### src/design/iprt_pkg.sv
`timescale 1ns / 1ps
// ----------------------------------------------------------------------------
// iprt_pkg
// Shared types, constants and helpers of the IPv4 route table
// ----------------------------------------------------------------------------
package iprt_pkg;

  localparam int unsigned TABLE_DEPTH = 64;
  localparam int unsigned IDX_W       = $clog2(TABLE_DEPTH);
  localparam int unsigned CNT_W       = $clog2(TABLE_DEPTH + 1);
  localparam int unsigned TREE_N      = 1 << IDX_W;
  localparam int unsigned LVL_W       = 23;
  localparam int unsigned FULL_LEN    = 32;

  typedef logic [IDX_W-1:0] idx_t;
  typedef logic [CNT_W-1:0] cnt_t;
  typedef logic [LVL_W-1:0] lvl_t;

  typedef struct packed {
    logic [31:0] dst;
    logic [31:0] gw;
    logic [5:0]  ml;
    logic [3:0]  ifc;
    logic [31:0] src;
    logic [15:0] met;
  } entry_t;

  typedef struct packed {
    logic wr;
    logic shift;
  } cell_ctrl_t;

  typedef enum logic [1:0] {
    MODE_WILD  = 2'd0,
    MODE_LPM   = 2'd1,
    MODE_IFACE = 2'd2
  } mode_e;

  typedef enum logic [1:0] {
    OP_ADD    = 2'd0,
    OP_DEL    = 2'd1,
    OP_LOOKUP = 2'd2,
    OP_IFDOWN = 2'd3
  } op_e;

  typedef enum logic [1:0] {
    ST_OK       = 2'd0,
    ST_EXISTS   = 2'd1,
    ST_FULL     = 2'd2,
    ST_NOTFOUND = 2'd3
  } status_e;

  typedef enum logic [2:0] {
    RC_BCAST   = 3'd0,
    RC_MCAST   = 3'd1,
    RC_LOCAL   = 3'd2,
    RC_UNREACH = 3'd3,
    RC_ANYCAST = 3'd4,
    RC_UNICAST = 3'd5
  } rclass_e;

  function automatic logic [31:0] len_to_mask(input logic [5:0] ml);
    logic [31:0] m;
    if (ml >= 6'(FULL_LEN)) begin
      m = '1;
    end else begin
      m = ~(32'hFFFF_FFFF >> ml[4:0]);
    end
    return m;
  endfunction

endpackage

### src/design/iprt_best.sv
`timescale 1ns / 1ps
// ----------------------------------------------------------------------------
// iprt_best
// Registered pairwise reduction picking the highest level, earliest on ties
// ----------------------------------------------------------------------------
module iprt_best (
  input  logic                                       clk_i,
  input  logic                                       rst_ni,
  input  logic                                       load_i,
  input  logic                                       step_i,
  input  logic [iprt_pkg::TABLE_DEPTH-1:0]           found_i,
  input  iprt_pkg::lvl_t [iprt_pkg::TABLE_DEPTH-1:0] level_i,
  output logic                                       found_o,
  output iprt_pkg::idx_t                             idx_o
);
  import iprt_pkg::*;

  logic [TREE_N-1:0] fnd_q;
  lvl_t              lvl_q [TREE_N];
  idx_t              idx_q [TREE_N];

  for (genvar i = 0; i < TREE_N; i++) begin : g_node
    logic take_b;
    if (i < TREE_N / 2) begin : g_comb
      assign take_b = fnd_q[2*i+1] && (!fnd_q[2*i] || lvl_q[2*i+1] > lvl_q[2*i]);
    end else begin : g_none
      assign take_b = 1'b0;
    end

    always_ff @(posedge clk_i or negedge rst_ni) begin
      if (!rst_ni) begin
        fnd_q[i] <= 1'b0;
      end else if (load_i) begin
        fnd_q[i] <= (i < TABLE_DEPTH) ? found_i[i % TABLE_DEPTH] : 1'b0;
      end else if (step_i) begin
        if (i < TREE_N / 2) begin
          fnd_q[i] <= fnd_q[(2*i) % TREE_N] || fnd_q[(2*i+1) % TREE_N];
        end else begin
          fnd_q[i] <= 1'b0;
        end
      end
    end

    always_ff @(posedge clk_i) begin
      if (load_i) begin
        lvl_q[i] <= level_i[i % TABLE_DEPTH];
        idx_q[i] <= IDX_W'(i);
      end else if (step_i && i < TREE_N / 2) begin
        lvl_q[i] <= take_b ? lvl_q[(2*i+1) % TREE_N] : lvl_q[(2*i) % TREE_N];
        idx_q[i] <= take_b ? idx_q[(2*i+1) % TREE_N] : idx_q[(2*i) % TREE_N];
      end
    end
  end

  assign found_o = fnd_q[0];
  assign idx_o   = idx_q[0];

endmodule

### config.mk
export PLATFORM = sky130hd
export DESIGN_NAME = iprt_best
export DESIGN_NICKNAME = d
export VERILOG_FILES = /design/src/design/iprt_pkg.sv /design/src/design/iprt_best.sv
export SDC_FILE = /design/constraint.sdc
export NUM_CORES = 2
export LEC_CHECK = 0
export ABC_AREA = 0
export ABC_CLOCK_PERIOD_IN_PS = 4300
export BUFFER_PORTS_ARGS = -buffer_cell sky130_fd_sc_hd__buf_4
export CAP_MARGIN = 20
export CORE_AREA = 2 2 609 611
export DETAILED_ROUTE_END_ITERATION = 8
export DIE_AREA = 0 0 611 613
export GPL_TIMING_DRIVEN = 0
export SYNTH_ARGS = -nofsm -noshare
export SYNTH_HDL_FRONTEND = slang
export SYNTH_SLANG_ARGS = --single-unit
### constraint.sdc
create_clock -name clk_i -period 4.3 [get_ports clk_i]
set_input_delay 0.86 -clock clk_i [delete_from_list [all_inputs] [get_ports clk_i]]
set_output_delay 0.86 -clock clk_i [all_outputs]
set_load 0.02 [all_outputs]
==> results.yml <==
logic_synthesis:
  postSynthNetCount: 10400
  synth-compound-area-share: 0.176
  synth_area_leaders: "edfxtp_1, ha_1, inv_1, a2bb2oi_1, nand2_1"
  yosys.area_share.adder: 0.102
  syn_area_per_cell_um2: 11.1
  synthSimpleGateAreaFrac: 0.121
  synth_top_flop_cell: "edfxtp_1"
  yosysSeqAreaShare: 0.541
  synth_top_area_frac: 0.523
  synthArstFlopShare: 0.0391
  synthCells: 8098
  netlist_area_um2: 90200
  yosysTopAreaCell: "edfxtp_1"
  synthDistinctLibCells: 63
  synth_top_family_by_area: "compound AO/OA/AOI/OAI gates"
  synth_warnings: 0
  muxShareOfSynthArea: 0.00289
  synthXorXnorAreaFrac: 0
  synth_edf_count: 1571
  synth.ff_latch_count: 1635
detailed_routing:
  drc_errors: 0
  drt-initial-drc-count: 10000
  post_drt_wl_per_cell_um: 33.0
  vias_per_cell: 5.21
  antenna_left: 0
  wl_mm: 499
  vias: 78700
  drtPass1Iterations: 6
critical_path:
  criticalPathCategory: "primary input to register"
  worstPathArrival_ps: 4690
  worstSetupEndpointType: "register"
  crit_required_ps: 4880
  worstPathMaxFanout: 69
  worst_setup_path_start_kind: "primary input"
flow_run:
  cap_violations: 0
timing:
  finalClockSkew_ps: 126
  whs_ps: 72.6
  period_share: 0.957
  drv_slew: 0
  finalHoldViolations: 0
  period_needed_ps: 4120
  worstMarginPinSlew_ps: 1240
  clock.fmax_mhz: 243
  rsz0062_at_grt: "false"
  setup_viol: 0
  slew_headroom: 0.172
power:
  p_leak_uw: 0.0478
  ir_worst_vdd_v: 0.000352
  power.density_nw_per_um2: 407
  power_uw: 47800
grt:
  grt_max_degree: 117
  antenna_found_initial: 279
  grt_first_pass_wirelength_mm: 648
  grt_pass1_vias: 74500
  overflow: 0
  groute.usage.overall: 0.255
cts:
  cts_tree: "yes"
  cts.sinks: 1635
  insertion_delay_ps: 970
  clock_path_buffers: 4
  htree_levels: 4
  cts.reportedPaths.clkPinSlew_ps: 60
  cts_root_buffer: "clkbuf_16"
  cts_made_buffers: 203
cells_and_area:
  n_fill_cell: 37600
  nNetsFinal: 12300
  layout-drive-gt1-share: 0.229
  finish.instance_area_um2: 117000
  syn2layout_area_growth_pct: 30.2
place:
  gp_congestion: 0.979
  place_area_um2: 109000
  io_buffers: 1545
  hpwl_mm: 415
floorplan:
  fp.dieW_um: 611
  die_h_um: 613
  core_area_um2: 368000
  rows: 223
  io_pins: 1547
  initial_utilization: 0.245
  die-area_um2: 375000
min_path:
  hold_path.class: "primary input to register"
status:
  status: "complete, no violations"
synthesized netlist by cell type (83+ instances only):
cell and instances:
o221a_2 220, nor2_1 345, o2111ai_1 265, o21ai_0 376, nand3_1 348, edfxtp_1 1571, inv_1 780, ha_1 736
a21oi_1 431, nand2_1 692, a31oi_1 172, buf_2 83, clkbuf_1 401, or3_1 262, nand4_1 141, a2bb2oi_1 299
nand2b_1 268
cell families (layout without fill, tap and decap cells):
| logic type | Yosys count | in the layout |
|---|---|---|
| AOI/OAI and AO/OA | 2161 | 2161 |
| muxes | 26 | 26 |
| other | 0 | 146 |
| adders and majority gates | 736 | 736 |
| and+or+nand+nor | 2232 | 2234 |
| DFF | 1635 | 1635 |
| buffers and inverters | 1308 | 3346 |
cell usage in the layout (no fill, tap or decap), types with 64 or more instances in the layout:
cell type      netlist  routed
diode_2              0     146
nor3_1              71      71
inv_1              780     780
nand3_1            348     348
clkbuf_16            0     206
edfxtp_1          1571    1571
o2111ai_1          265     265
a21oi_1            431     431
nand2_1            692     692
o211ai_1            64      64
clkbuf_1           401     384
o221a_2            220     220
buf_2               83      79
dlygate4sd3_1        0      66
or3_1              262     262
nor2_1             345     345
a2bb2oi_1          299     299
nand2b_1           268     268
nand4_1            141     141
o21ai_0            376     376
a31oi_1            172     172
dfrtp_1             64      64
ha_1               736     736
buf_4                9    1560
repair_timing:
action | in CTS | in global routing
hold endpoints to repair | 65 | 18
gates resized for setup | 39 | 1
setup endpoints to repair | 930 | 139
buffers inserted | 0 | 0
gates cloned | 3 | 1
pin swaps | 1 | 1
hold buffers | 65 | 1
final cells by class:
| class | count | area, um^2 | share of cell area |
|---|---|---|---|
| Multi-Input combinational cell | 5157 | 36300 | 0.309 |
| Sequential cell | 1635 | 48800 | 0.416 |
| Clock inverter | 138 | 1710 | 0.0146 |
| Timing Repair Buffer | 1676 | 13700 | 0.117 |
| Tap cell | 4837 | 6050 | 0.0516 |
| Clock buffer | 226 | 5210 | 0.0444 |
| Inverter | 780 | 2930 | 0.0249 |
| Antenna cell | 146 | 365 | 0.00311 |
| Buffer | 526 | 2320 | 0.0198 |
report_power, final:
group / total, uW / switching (uW) / internal [uW]
clock: 18400 / 7730 / 10700
sequential: 20800 / 1530 / 19300
combinational: 8580 / 5050 / 3530
total: 47800 / 14300 / 33500
worst max-delay path, stage by stage:
cell	delay [ps]
buf_12	300
buf_16	340
clkbuf_16	220
clkbuf_8	290
or2_4	400
buf_16	330
buf_16	320
buf_16	310
buf_16	320
buf_16	330
buf_16	330
metrics by stage:
step | setup WS (ps) | std cells | utilization | setup TNS (ps)
global placement | -14650 | 14500 | 0.293 | -
global route | 35.9 | 15100 | 0.319 | 0
finish | 184 | 15100 | 0.319 | 0
floorplan | -3110 | 8098 | - | -2505840
CTS | 41.6 | 15000 | 0.318 | 0
detailed placement | -2380 | 14500 | 0.297 | -1565790
path summary, 6_finish.rpt:
kind	cells after the start	slack, ps	endpoint	start
setup / recovery	11	180	lvl_q[0][688]	load_i
hold / removal	1	70	lvl_q[1][727]	level_i[1463]
setup reg to reg	10	760	idx_q[1][6]	lvl_q[1][90]
hold reg to reg	1	520	idx_q[0][5]	idx_q[0][11]
max in group asynchronous	3	3020	fnd_q[55]	rst_ni
min in group asynchronous	2	560	fnd_q[41]	rst_ni
per-layer routing:
layer  vias up  part of all wire  track usage  wire [um]
met4       114             0.054        0.134      26800
met5         -            0.0014            0        719
met2      4174              0.45        0.397     225000
met1     38800              0.41        0.331     205000
met3       946             0.084       0.0549      42000
li1      34700                 -            -          -
flip-flops by register name (all words and copies together), names as in the netlist:
| register | flops |
|---|---|
| found_o | 1 |
| fnd_q | 63 |
| lvl_q | 1472 |
| idx_q | 99 |
Power figures use the tool's default switching activity.
