<file path="config.mk">
export PLATFORM = sky130hd
export DESIGN_NAME = iprt_cell
export DESIGN_NICKNAME = d
export VERILOG_FILES = /design/src/design/iprt_pkg.sv /design/src/design/iprt_cell.sv
export SDC_FILE = /design/constraint.sdc
export NUM_CORES = 1
export LEC_CHECK = 0
export ABC_AREA = 0
export BUFFER_PORTS_ARGS = -buffer_cell sky130_fd_sc_hd__buf_2
export CORE_AREA = 2 2 153 155
export CTS_CLUSTER_DIAMETER = 120
export CTS_CLUSTER_SIZE = 20
export DETAILED_ROUTE_END_ITERATION = 8
export DIE_AREA = 0 0 155 157
export GPL_TIMING_DRIVEN = 0
export PLACE_DENSITY_LB_ADDON = 0.08
export SETUP_SLACK_MARGIN = 0.2
export SLEW_MARGIN = 25
export SYNTH_ARGS = -nofsm -noshare
export SYNTH_HDL_FRONTEND = slang
export SYNTH_SLANG_ARGS = --single-unit
</file>
<file path="constraint.sdc">
create_clock -name clk_i -period 5.1 [get_ports clk_i]
set_input_delay 1.275 -clock clk_i [delete_from_list [all_inputs] [get_ports clk_i]]
set_output_delay 1.275 -clock clk_i [all_outputs]
set_load 0.05 [all_outputs]
</file>
<file path="src/design/iprt_pkg.sv">
`timescale 1ns / 1ps
// ----------------------------------------------------------------------------
// iprt_pkg
// Shared types, constants and helpers of the IPv4 route table
// ----------------------------------------------------------------------------
package iprt_pkg;

  localparam int unsigned TABLE_DEPTH = 64;
  localparam int unsigned IDX_W       = $clog2(TABLE_DEPTH);
  localparam int unsigned CNT_W       = $clog2(TABLE_DEPTH + 1);
  localparam int unsigned TREE_N      = 1 << IDX_W;
  localparam int unsigned LVL_W       = 23;
  localparam int unsigned FULL_LEN    = 32;

  typedef logic [IDX_W-1:0] idx_t;
  typedef logic [CNT_W-1:0] cnt_t;
  typedef logic [LVL_W-1:0] lvl_t;

  typedef struct packed {
    logic [31:0] dst;
    logic [31:0] gw;
    logic [5:0]  ml;
    logic [3:0]  ifc;
    logic [31:0] src;
    logic [15:0] met;
  } entry_t;

  typedef struct packed {
    logic wr;
    logic shift;
  } cell_ctrl_t;

  typedef enum logic [1:0] {
    MODE_WILD  = 2'd0,
    MODE_LPM   = 2'd1,
    MODE_IFACE = 2'd2
  } mode_e;

  typedef enum logic [1:0] {
    OP_ADD    = 2'd0,
    OP_DEL    = 2'd1,
    OP_LOOKUP = 2'd2,
    OP_IFDOWN = 2'd3
  } op_e;

  typedef enum logic [1:0] {
    ST_OK       = 2'd0,
    ST_EXISTS   = 2'd1,
    ST_FULL     = 2'd2,
    ST_NOTFOUND = 2'd3
  } status_e;

  typedef enum logic [2:0] {
    RC_BCAST   = 3'd0,
    RC_MCAST   = 3'd1,
    RC_LOCAL   = 3'd2,
    RC_UNREACH = 3'd3,
    RC_ANYCAST = 3'd4,
    RC_UNICAST = 3'd5
  } rclass_e;

  function automatic logic [31:0] len_to_mask(input logic [5:0] ml);
    logic [31:0] m;
    if (ml >= 6'(FULL_LEN)) begin
      m = '1;
    end else begin
      m = ~(32'hFFFF_FFFF >> ml[4:0]);
    end
    return m;
  endfunction

endpackage

</file>
<file path="src/design/iprt_cell.sv">
`timescale 1ns / 1ps
// ----------------------------------------------------------------------------
// iprt_cell
// One route table slot: holds an entry, matches it, shifts from its neighbor
// ----------------------------------------------------------------------------
module iprt_cell (
  input  logic                   clk_i,
  input  logic                   rst_ni,
  input  iprt_pkg::cell_ctrl_t   ctrl_i,
  input  iprt_pkg::mode_e        mode_i,
  input  iprt_pkg::entry_t       req_i,
  input  iprt_pkg::entry_t       nb_entry_i,
  input  logic                   nb_valid_i,
  output iprt_pkg::entry_t       entry_o,
  output logic                   valid_o,
  output logic                   hit_o,
  output iprt_pkg::lvl_t         level_o
);
  import iprt_pkg::*;

  entry_t      ent_q;
  logic        vld_q;
  logic        wild_hit;
  logic        lpm_hit;
  logic        if_hit;
  logic [31:0] mask;

  always_ff @(posedge clk_i or negedge rst_ni) begin
    if (!rst_ni) begin
      vld_q <= 1'b0;
    end else if (ctrl_i.shift) begin
      vld_q <= nb_valid_i;
    end else if (ctrl_i.wr) begin
      vld_q <= 1'b1;
    end
  end

  always_ff @(posedge clk_i) begin
    if (ctrl_i.shift) begin
      ent_q <= nb_entry_i;
    end else if (ctrl_i.wr) begin
      ent_q <= req_i;
    end
  end

  always_comb begin
    mask     = len_to_mask(ent_q.ml);
    wild_hit = (ent_q.dst == req_i.dst) &&
               (ent_q.gw == '0 || ent_q.gw == req_i.gw) &&
               (ent_q.ml == '0 || ent_q.ml == req_i.ml) &&
               (ent_q.ifc == '0 || ent_q.ifc == req_i.ifc) &&
               (ent_q.src == '0 || ent_q.src == req_i.src) &&
               (ent_q.met == '0 || ent_q.met == req_i.met);
    lpm_hit  = (ent_q.dst & mask) == (req_i.dst & mask);
    if_hit   = ent_q.ifc == req_i.ifc;
    case (mode_i)
      MODE_WILD:  hit_o = vld_q && wild_hit;
      MODE_LPM:   hit_o = vld_q && lpm_hit;
      MODE_IFACE: hit_o = vld_q && if_hit;
      default:    hit_o = 1'b0;
    endcase
    level_o = (mode_i == MODE_LPM) ? {ent_q.ml, (ent_q.gw == '0), ~ent_q.met} : '0;
  end

  assign entry_o = ent_q;
  assign valid_o = vld_q;

endmodule

</file>
==> flow_metrics.py, run 1 <==
metrics = {
    "critical_path": {
        "cp-start-kind": "input pin",
        "path_class": "input pin to primary output",
        "crit_arrival_ps": 3120,
        "reg2reg_setup_slack_ps": 4400,
        "timing.rr.end": "valid_o",
        "cp_max_fo": 2,
        "rr_worst_depth": 2,
        "cp_data_required_time_ps": 3830,
        "end_kind": "primary output",
        "r2r-start": "valid_o",
    },
    "floorplanning": {
        "die_area_sq_um": 24300,
        "core_sq_um": 22500,
        "io-pin-count": 398,
        "rows": 55,
        "die_y_um": 157,
        "die_w_um": 155,
        "start_util_pct": 32.3,
    },
    "yosys": {
        "syn_nets": 804,
        "synthArstFlopShare_pct": 0.813,
        "ys_top_cells_by_area": "edfxtp_1, mux2_2, xnor2_1, nand4_1, nor4_1",
        "synth-seq-cells": 123,
        "yosysTopAreaCell": "edfxtp_1",
        "synth.top_cell.area_share_pct": 50.5,
        "synth_commonest_cells": "edfxtp_1, mux2_2, xnor2_1",
        "yosys_warnings": 0,
        "synth_edf_count": 122,
        "syn-instance-count": 550,
        "synth_area_sq_um": 7260,
        "synth.distinct_cells": 44,
        "synth_ff_type": "edfxtp_1",
        "yosysSeqAreaShare_pct": 50.8,
        "avgSynthCellArea_sq_um": 13.2,
    },
    "sta": {
        "holdWs_ps": 619,
        "worst_pin_slew_ps": 744,
        "max_freq_mhz": 228,
        "period_share_pct": 86.2,
        "finClkSkew_ps": 0,
        "setup_viol": 0,
        "hold_viol": 0,
        "fin_crit_ps": 4390,
        "drv_slew": 0,
        "totalNegativeSetupSlack_ps": 0,
        "rsz0062_at_grt": "no",
        "max_slew_margin_pct": 50.4,
        "setup_ws_ps": 706,
    },
    "cts": {
        "htree_levels": 4,
        "cts-root-buf": "clkbuf_16",
        "ctsHoldBuffers": 0,
        "ctsResizeCount": 0,
        "clock_sinks": 123,
        "cts_tree": "yes",
        "clock_latency_ps": 410,
        "cts-buffers-inserted": 17,
        "cts_buffer_depth": 2,
        "postCtsSetupRepairBufs": 0,
        "cts.clk_slew.worst_paths_ps": 60,
    },
    "power_and_ir_drop": {
        "switchingPower_mw": 1.32,
        "p_clk_share_pct": 34.4,
        "p_leak_nw": 4.23,
        "ir_drop_v": 0.000183,
        "finalPower_mw": 3.71,
        "p_int_mw": 2.39,
        "power_frac_seq_pct": 36.7,
        "combPwrFrac_pct": 28.9,
        "p_per_area_nw_per_um2": 360,
        "swShare_pct": 35.7,
    },
    "global_route": {
        "grt_pass1_vias": 6281,
        "grt.total_usage_pct": 20.6,
        "grt-busiest-layer": "met2",
        "grt_first_pass_wirelength_mm": 37.0,
        "grt_use_met3_pct": 7.05,
        "use_met2_pct": 35.4,
        "grt-ovfl-total": 0,
        "grt_max_degree": 49,
        "antenna_found_initial": 6,
        "met1_usage_pct": 24.5,
    },
    "routing": {
        "vias": 6103,
        "wl_per_cell_um": 20.1,
        "via_per_inst": 4.81,
        "drc_errors": 0,
        "firstDrtPassIters": 4,
        "wirelength_mm": 25.5,
        "drt_first_iter_violations": 249,
        "postRouteAntennaNets": 0,
    },
    "job": {
        "drv_cap": 0,
    },
    "worst_hold_path": {
        "hp-class": "input pin to asynchronous set/reset pin",
    },
    "finish": {
        "area_delta_synth_final_pct": 41.8,
        "nets": 1222,
        "layout-drive-gt1-share_pct": 58.3,
    },
    "outcome": {
        "status": "finished clean",
    },
    "place": {
        "place_congestion": 0.833,
        "hpwlAfterDp_mm": 20.9,
        "numPortBuffers": 396,
        "post-place-ws_ps": 675,
    },
}
worst max-delay path: stages:
cell     delay [ps]
buf_2           120
xnor2_1         240
nand4_1         130
nor4_1          410
a21oi_1         220
nor4_2          280
o21ai_1         100
o21ai_2          60
buf_2           280
through the flow:
step / area [sq um] / utilization, % / instances
final: 10300 / 45.8 / 1269
after global placement: 9600 / 42.7 / 1231
after CTS: 10300 / 45.7 / 1266
after detailed placement: 9680 / 43.0 / 1234
after floorplan: 7260 / - / 550
after global routing: 10300 / 45.7 / 1268
registers in the layout, summed over array words and instances (netlist names):
name and count:
entry_o 122, valid_o 1
cells by family (layout without fill, tap and decap cells):
kind of cell               after synthesis  in the layout  synth area share, %
adders and majority gates                3              3                0.517
buffers and inverters                   26            457                 1.57
muxes                                  122            122                 18.9
DFF                                    123            123                 50.8
and+or+nand+nor                        111            111                 9.62
xor gates and xnor gates               122            122                 14.7
other                                    0              3                    0
AOI/OAI and AO/OA                       43             43                 3.84
cells in the final DEF (no fill, tap or decap), drive strengths merged, types with 9 or more instances in the layout:
cell and instances:
nor2b 17, a21oi 10, nor4 30, xnor2 115, mux2 122, o21ai 15
nand4 31, clkbuf 30, edfxtp 122, nand2 9, inv 12, buf 407
area by class of cell:
cell class,count,area (sq um)
Antenna cell,3,7.51
Fill cell,2184,12200
Buffer,20,91.3
Tap cell,285,357
Multi-Input combinational cell,401,3460
Sequential cell,123,3690
Inverter,6,22.5
Clock buffer,18,429
Clock inverter,14,185
Timing Repair Buffer,399,2060
worst max path at each step:
stage | start | to | slack [ps] | cells after the start
6_report | req_i[61] | hit_o | 710 | 9
5_1_grt | req_i[103] | hit_o | 570 | 9
4_1_cts | req_i[61] | hit_o | 650 | 9
3_5_place_dp | req_i[61] | hit_o | 670 | 9
3_3_place_gp | ctrl_i[0] | entry_o[36] | -550 | 4
2_1_floorplan | ctrl_i[0] | entry_o[0] | 1100 | 4
power by group through the flow:
stage	Sequential (mW)	Combinational (mW)	Clock [mW]
final	1.36	1.07	1.28
after global routing	1.38	1.14	1.35
after CTS	1.36	1.08	1.30
after detailed placement	1.38	1.08	0
after global placement	1.38	1.07	0
after floorplan	1.75	0.349	0
routing by layer:
| metal | wire, um | share of wire (%) |
|---|---|---|
| met3 | 2030 | 8.0 |
| met4 | 487 | 1.9 |
| met1 | 10200 | 40 |
| met2 | 12700 | 50 |
| met5 | 36 | 0.14 |
Note: power is estimated with default switching activity, not from simulation.
==> inputs of run 2 (changes only) <==
RECOVER_POWER = 25   (was not set)
clock period = 4.5 ns   (was 5.1 ns; I/O delays follow)
==> run 2 against run 1 <==
  * First-iteration DRC count is 3.2% lower
  * Register-to-register slack worse by 600 ps
  * Sequential cell count unchanged
  * Critical endpoint unchanged
  * Worst setup slack worse by 290 ps
  * Core utilization down 0.54 points
  * Largest power group unchanged
  * Highest routed layer unchanged
  * Critical path type unchanged
  * Global-route usage stayed put
  * Count of clock-buffer cells in the layout is the same
  * Worst hold slack worse by 150 ps
==> flow_metrics.py, run 2 (same netlist as run 1, synthesis figures left out) <==
metrics = {
    "global_route": {
        "antenna_found_initial": 6,
        "grt.total_usage_pct": 20.6,
        "grt-ovfl-total": 0,
        "grt_max_degree": 49,
        "grt_first_pass_wirelength_mm": 37.0,
        "grt_pass1_vias": 6281,
    },
    "sta": {
        "fin_crit_ps": 4090,
        "max_freq_mhz": 245,
        "finClkSkew_ps": 0,
        "period_share_pct": 90.8,
        "hold_viol": 0,
        "worst_pin_slew_ps": 739,
        "totalNegativeSetupSlack_ps": 0,
        "setup_ws_ps": 414,
        "rsz0062_at_grt": "no",
        "max_slew_margin_pct": 50.7,
        "setup_viol": 0,
        "drv_slew": 0,
    },
    "routing": {
        "postRouteAntennaNets": 0,
        "via_per_inst": 4.79,
        "wirelength_mm": 25.5,
        "vias": 6076,
        "firstDrtPassIters": 5,
        "wl_per_cell_um": 20.1,
        "drt_first_iter_violations": 241,
        "drc_errors": 0,
    },
    "power_and_ir_drop": {
        "ir_drop_v": 0.000208,
        "p_per_area_nw_per_um2": 410,
        "p_leak_nw": 3.96,
    },
    "critical_path": {
        "crit_cells": 9,
        "cp_data_required_time_ps": 3380,
        "cp_max_fo": 2,
        "max_stage_delay_ps": 410,
        "rr_worst_depth": 2,
        "cp_common_cell": "buf_2",
        "crit_chain": "buf_2 > xnor2_1 > nand4_1 > nor4_1 > a21oi_1 > nor4_2 > o21ai_1 > o21ai_2 > buf_2",
        "cp-start-kind": "input pin",
        "end_kind": "primary output",
        "crit_arrival_ps": 2960,
        "worst-path-buf-inv": 2,
        "slowest_stage": "nor4_1",
        "path_class": "input pin to primary output",
        "path_delay_family": "simple AND/OR/NAND/NOR gates",
    },
    "floorplanning": {
        "core_sq_um": 22500,
        "io-pin-count": 398,
        "die_y_um": 157,
        "die_area_sq_um": 24300,
        "rows": 55,
        "start_util_pct": 32.3,
        "die_w_um": 155,
    },
    "finish": {
        "largest_register_ffs": 122,
        "fin_cells": 1269,
        "mostFrequentLayoutCells": "buf_2, mux2_2, edfxtp_1, xnor2_1, clkbuf_1",
        "layout_commonest_cell": "buf_2",
        "layout-drive-gt1-share_pct": 48.4,
        "fin_util_pct": 45.2,
        "area_delta_synth_final_pct": 40.2,
        "nets": 1222,
    },
    "cts": {
        "cts_buffer_depth": 2,
        "ctsResizeCount": 0,
        "htree_levels": 4,
        "ctsHoldBuffers": 0,
        "cts-buffers-inserted": 17,
        "clock_latency_ps": 420,
        "clock_sinks": 123,
        "cts_tree": "yes",
        "cts.clk_slew.worst_paths_ps": 60,
        "postCtsSetupRepairBufs": 0,
        "cts-root-buf": "clkbuf_16",
    },
    "place": {
        "hpwlAfterDp_mm": 20.9,
        "place_inst": 1234,
        "numPortBuffers": 396,
        "place_congestion": 0.833,
        "post-place-ws_ps": 375,
    },
    "worst_hold_path": {
        "hp-class": "input pin to asynchronous set/reset pin",
    },
    "job": {
        "drv_cap": 0,
    },
    "outcome": {
        "status": "finished clean",
    },
}
run 2: final cells by class:
cell class | instances | area (sq um)
timing repair buffer | 399 | 1940
antenna | 3 | 7.51
clock buffer | 18 | 429
inverter | 6 | 22.5
multi-input combinational | 401 | 3460
sequential | 123 | 3690
clock inverter | 14 | 185
fill | 2234 | 12300
tap | 285 | 357
buffer | 20 | 91.3
run 2: layer usage:
metal | wire, um | GRT usage (%) | vias up
met2 | 12700 | 35.4 | 270
met1 | 10200 | 24.5 | 2819
met3 | 2080 | 7.05 | 33
li1 | - | - | 2948
met5 | 36 | 0 | -
met4 | 487 | 6.35 | 6
run 2: stage by stage:
step / hold slack [ps] / cell area, sq um / power [mW]
finish: 467 / 10200 / 4.18
global route: 442 / 10200 / 4.35
CTS: 449 / 10300 / 4.25
detailed placement: 594 / 9680 / 2.79
global placement: 567 / 9600 / 2.78
floorplan: 795 / 7260 / 2.38
run 2: report_power, final:
part	switching, mW	internal [mW]	total (mW)
logic	0.811	0.375	1.19
clock network	0.561	0.885	1.45
registers	0.129	1.42	1.54
run 2: path summary, 6_finish.rpt:
kind | slack (ps) | startpoint | to
worst max-delay path | 410 | req_i[61] | hit_o
worst min register to register | 620 | valid_o | valid_o
max in group asynchronous | 3950 | rst_ni | valid_o
worst max register to register | 3800 | valid_o | valid_o
min in group clk_i | 620 | valid_o | valid_o
worst min-delay path | 470 | rst_ni | valid_o
run 2: worst register-to-register path: stages (launching register included):
cell and delay [ps]:
dfrtp_1 410, nor2_1 90, o21ai_0 80
==> inputs of run 3 (changes only) <==
==> constraint.sdc (replaced) <==
create_clock -name clk_i -period 4.5 [get_ports clk_i]
set_input_delay 1.125 -clock clk_i [delete_from_list [all_inputs] [get_ports clk_i]]
set_output_delay 1.125 -clock clk_i [all_outputs]
set_load 0.005 [all_outputs]
==> run 3 against run 2 <==
  * Global-route usage unchanged
  * Worst hold slack about the same
  * Via count grew 0.38%
  * Sequential power about the same
  * Non-clock buffer count stayed put
  * Fmax grew 3.7%
  * Critical endpoint unchanged
==> flow_metrics.py, run 3 (same netlist as run 1, synthesis figures left out) <==
metrics = {
    "floorplanning": {
        "io-pin-count": 398,
        "die_w_um": 155,
        "die_area_sq_um": 24300,
        "core_sq_um": 22500,
        "start_util_pct": 32.3,
        "die_y_um": 157,
        "rows": 55,
    },
    "cts": {
        "ctsResizeCount": 0,
        "cts.clk_slew.worst_paths_ps": 60,
        "clock_sinks": 123,
        "cts_buffer_depth": 2,
        "cts-root-buf": "clkbuf_16",
        "ctsHoldBuffers": 0,
        "cts_tree": "yes",
        "clock_latency_ps": 420,
        "postCtsSetupRepairBufs": 0,
        "htree_levels": 4,
        "cts-buffers-inserted": 17,
    },
    "finish": {
        "layout-drive-gt1-share_pct": 52.2,
        "area_delta_synth_final_pct": 40.8,
        "nets": 1222,
        "mostFrequentLayoutCells": "buf_2, mux2_2, edfxtp_1, xnor2_1, clkbuf_1",
        "largest_register_ffs": 122,
        "layout_commonest_cell": "buf_2",
    },
    "sta": {
        "totalNegativeSetupSlack_ps": 0,
        "finClkSkew_ps": 0,
        "period_share_pct": 87.6,
        "rsz0062_at_grt": "no",
        "setup_viol": 0,
        "fin_crit_ps": 3940,
        "max_slew_margin_pct": 50.7,
        "drv_slew": 0,
        "worst_pin_slew_ps": 739,
        "hold_viol": 0,
        "max_freq_mhz": 254,
    },
    "critical_path": {
        "cp-start-kind": "input pin",
        "rr_worst_depth": 2,
        "crit_arrival_ps": 2820,
        "cp_data_required_time_ps": 3380,
        "path_class": "input pin to primary output",
        "timing.rr.end": "valid_o",
        "r2r-start": "valid_o",
        "reg2reg_setup_slack_ps": 3800,
        "end_kind": "primary output",
        "cp_max_fo": 2,
    },
    "power_and_ir_drop": {
        "switchingPower_mw": 1.04,
        "p_int_mw": 2.68,
        "finalPower_mw": 3.72,
        "ir_drop_v": 0.000207,
        "combPwrFrac_pct": 19.8,
        "power_frac_seq_pct": 41.4,
        "p_per_area_nw_per_um2": 364,
        "swShare_pct": 27.9,
        "p_clk_share_pct": 38.8,
        "p_leak_nw": 4.07,
    },
    "global_route": {
        "grt-ovfl-total": 0,
        "antenna_found_initial": 6,
        "grt_max_degree": 49,
        "grt.total_usage_pct": 20.6,
        "grt_pass1_vias": 6281,
        "grt_first_pass_wirelength_mm": 37.0,
    },
    "routing": {
        "drc_errors": 0,
        "postRouteAntennaNets": 0,
        "via_per_inst": 4.81,
        "drt_first_iter_violations": 235,
        "wl_per_cell_um": 20.1,
        "vias": 6099,
        "firstDrtPassIters": 5,
        "wirelength_mm": 25.5,
    },
    "place": {
        "hpwlAfterDp_mm": 20.9,
        "numPortBuffers": 396,
        "place_congestion": 0.833,
    },
    "worst_hold_path": {
        "hp-class": "input pin to asynchronous set/reset pin",
    },
    "job": {
        "drv_cap": 0,
    },
    "outcome": {
        "status": "finished clean",
    },
}
## run 3: changes by cell type in the layout (fill, tap and decap cells not counted)
cell / previous run / this run
buf_1: 0 / 1
clkbuf_1: 110 / 72
buf_2: 306 / 343
## run 3: area by class of cell
class	count	area, sq um
diodes	3	7.51
plain buffers	20	91.3
clock buffers	18	429
clock inverters	14	185
fillers	2213	12300
inverters	6	22.5
multi-input cells	401	3460
flip-flops and latches	123	3690
well taps	285	357
repair buffers	399	1980
## run 3: worst max path at each step
stage | from | end | slack [ps]
2_1_floorplan | ctrl_i[0] | entry_o[0] | 650
3_3_place_gp | ctrl_i[0] | entry_o[36] | -1000
3_5_place_dp | req_i[61] | hit_o | 520
4_1_cts | req_i[61] | hit_o | 500
5_1_grt | req_i[103] | hit_o | 420
6_report | req_i[61] | hit_o | 560
## run 3: per-layer routing
layer | vias up | global-route usage, % | wire [um]
met5 | - | 0 | 36
met4 | 6 | 6.35 | 487
met3 | 33 | 7.05 | 2090
met2 | 272 | 35.4 | 12700
met1 | 2841 | 24.5 | 10200
li1 | 2947 | - | -
## run 3: power by group through the flow
stage / Sequential [mW] / Clock (mW) / Combinational [mW]
after floorplan: 1.55 / 0 / 0.361
after global placement: 1.57 / 0 / 0.751
after detailed placement: 1.57 / 0 / 0.758
after CTS: 1.54 / 1.48 / 0.763
after global routing: 1.56 / 1.53 / 0.809
final: 1.54 / 1.45 / 0.736
## run 3: metrics by stage
step           utilization [%]  setup WS [ps]  std cells  hold WS (ps)  instance area (sq um)
2_1_floorplan                -            647        550           538                   7260
3_3_place_gp              42.7           -997       1231           567                   9600
3_5_place_dp              43.0            524       1234           594                   9680
4_1_cts                   45.7            500       1266           449                  10300
5_1_grt                   45.4            417       1268           442                  10200
6_report                  45.4            558       1269           467                  10200
## run 3: critical path, cell delays in order
cell	delay (ps)
buf_2	120
xnor2_1	240
nand4_1	130
nor4_1	410
a21oi_1	220
nor4_2	280
o21ai_1	100
o21ai_2	60
buf_2	140
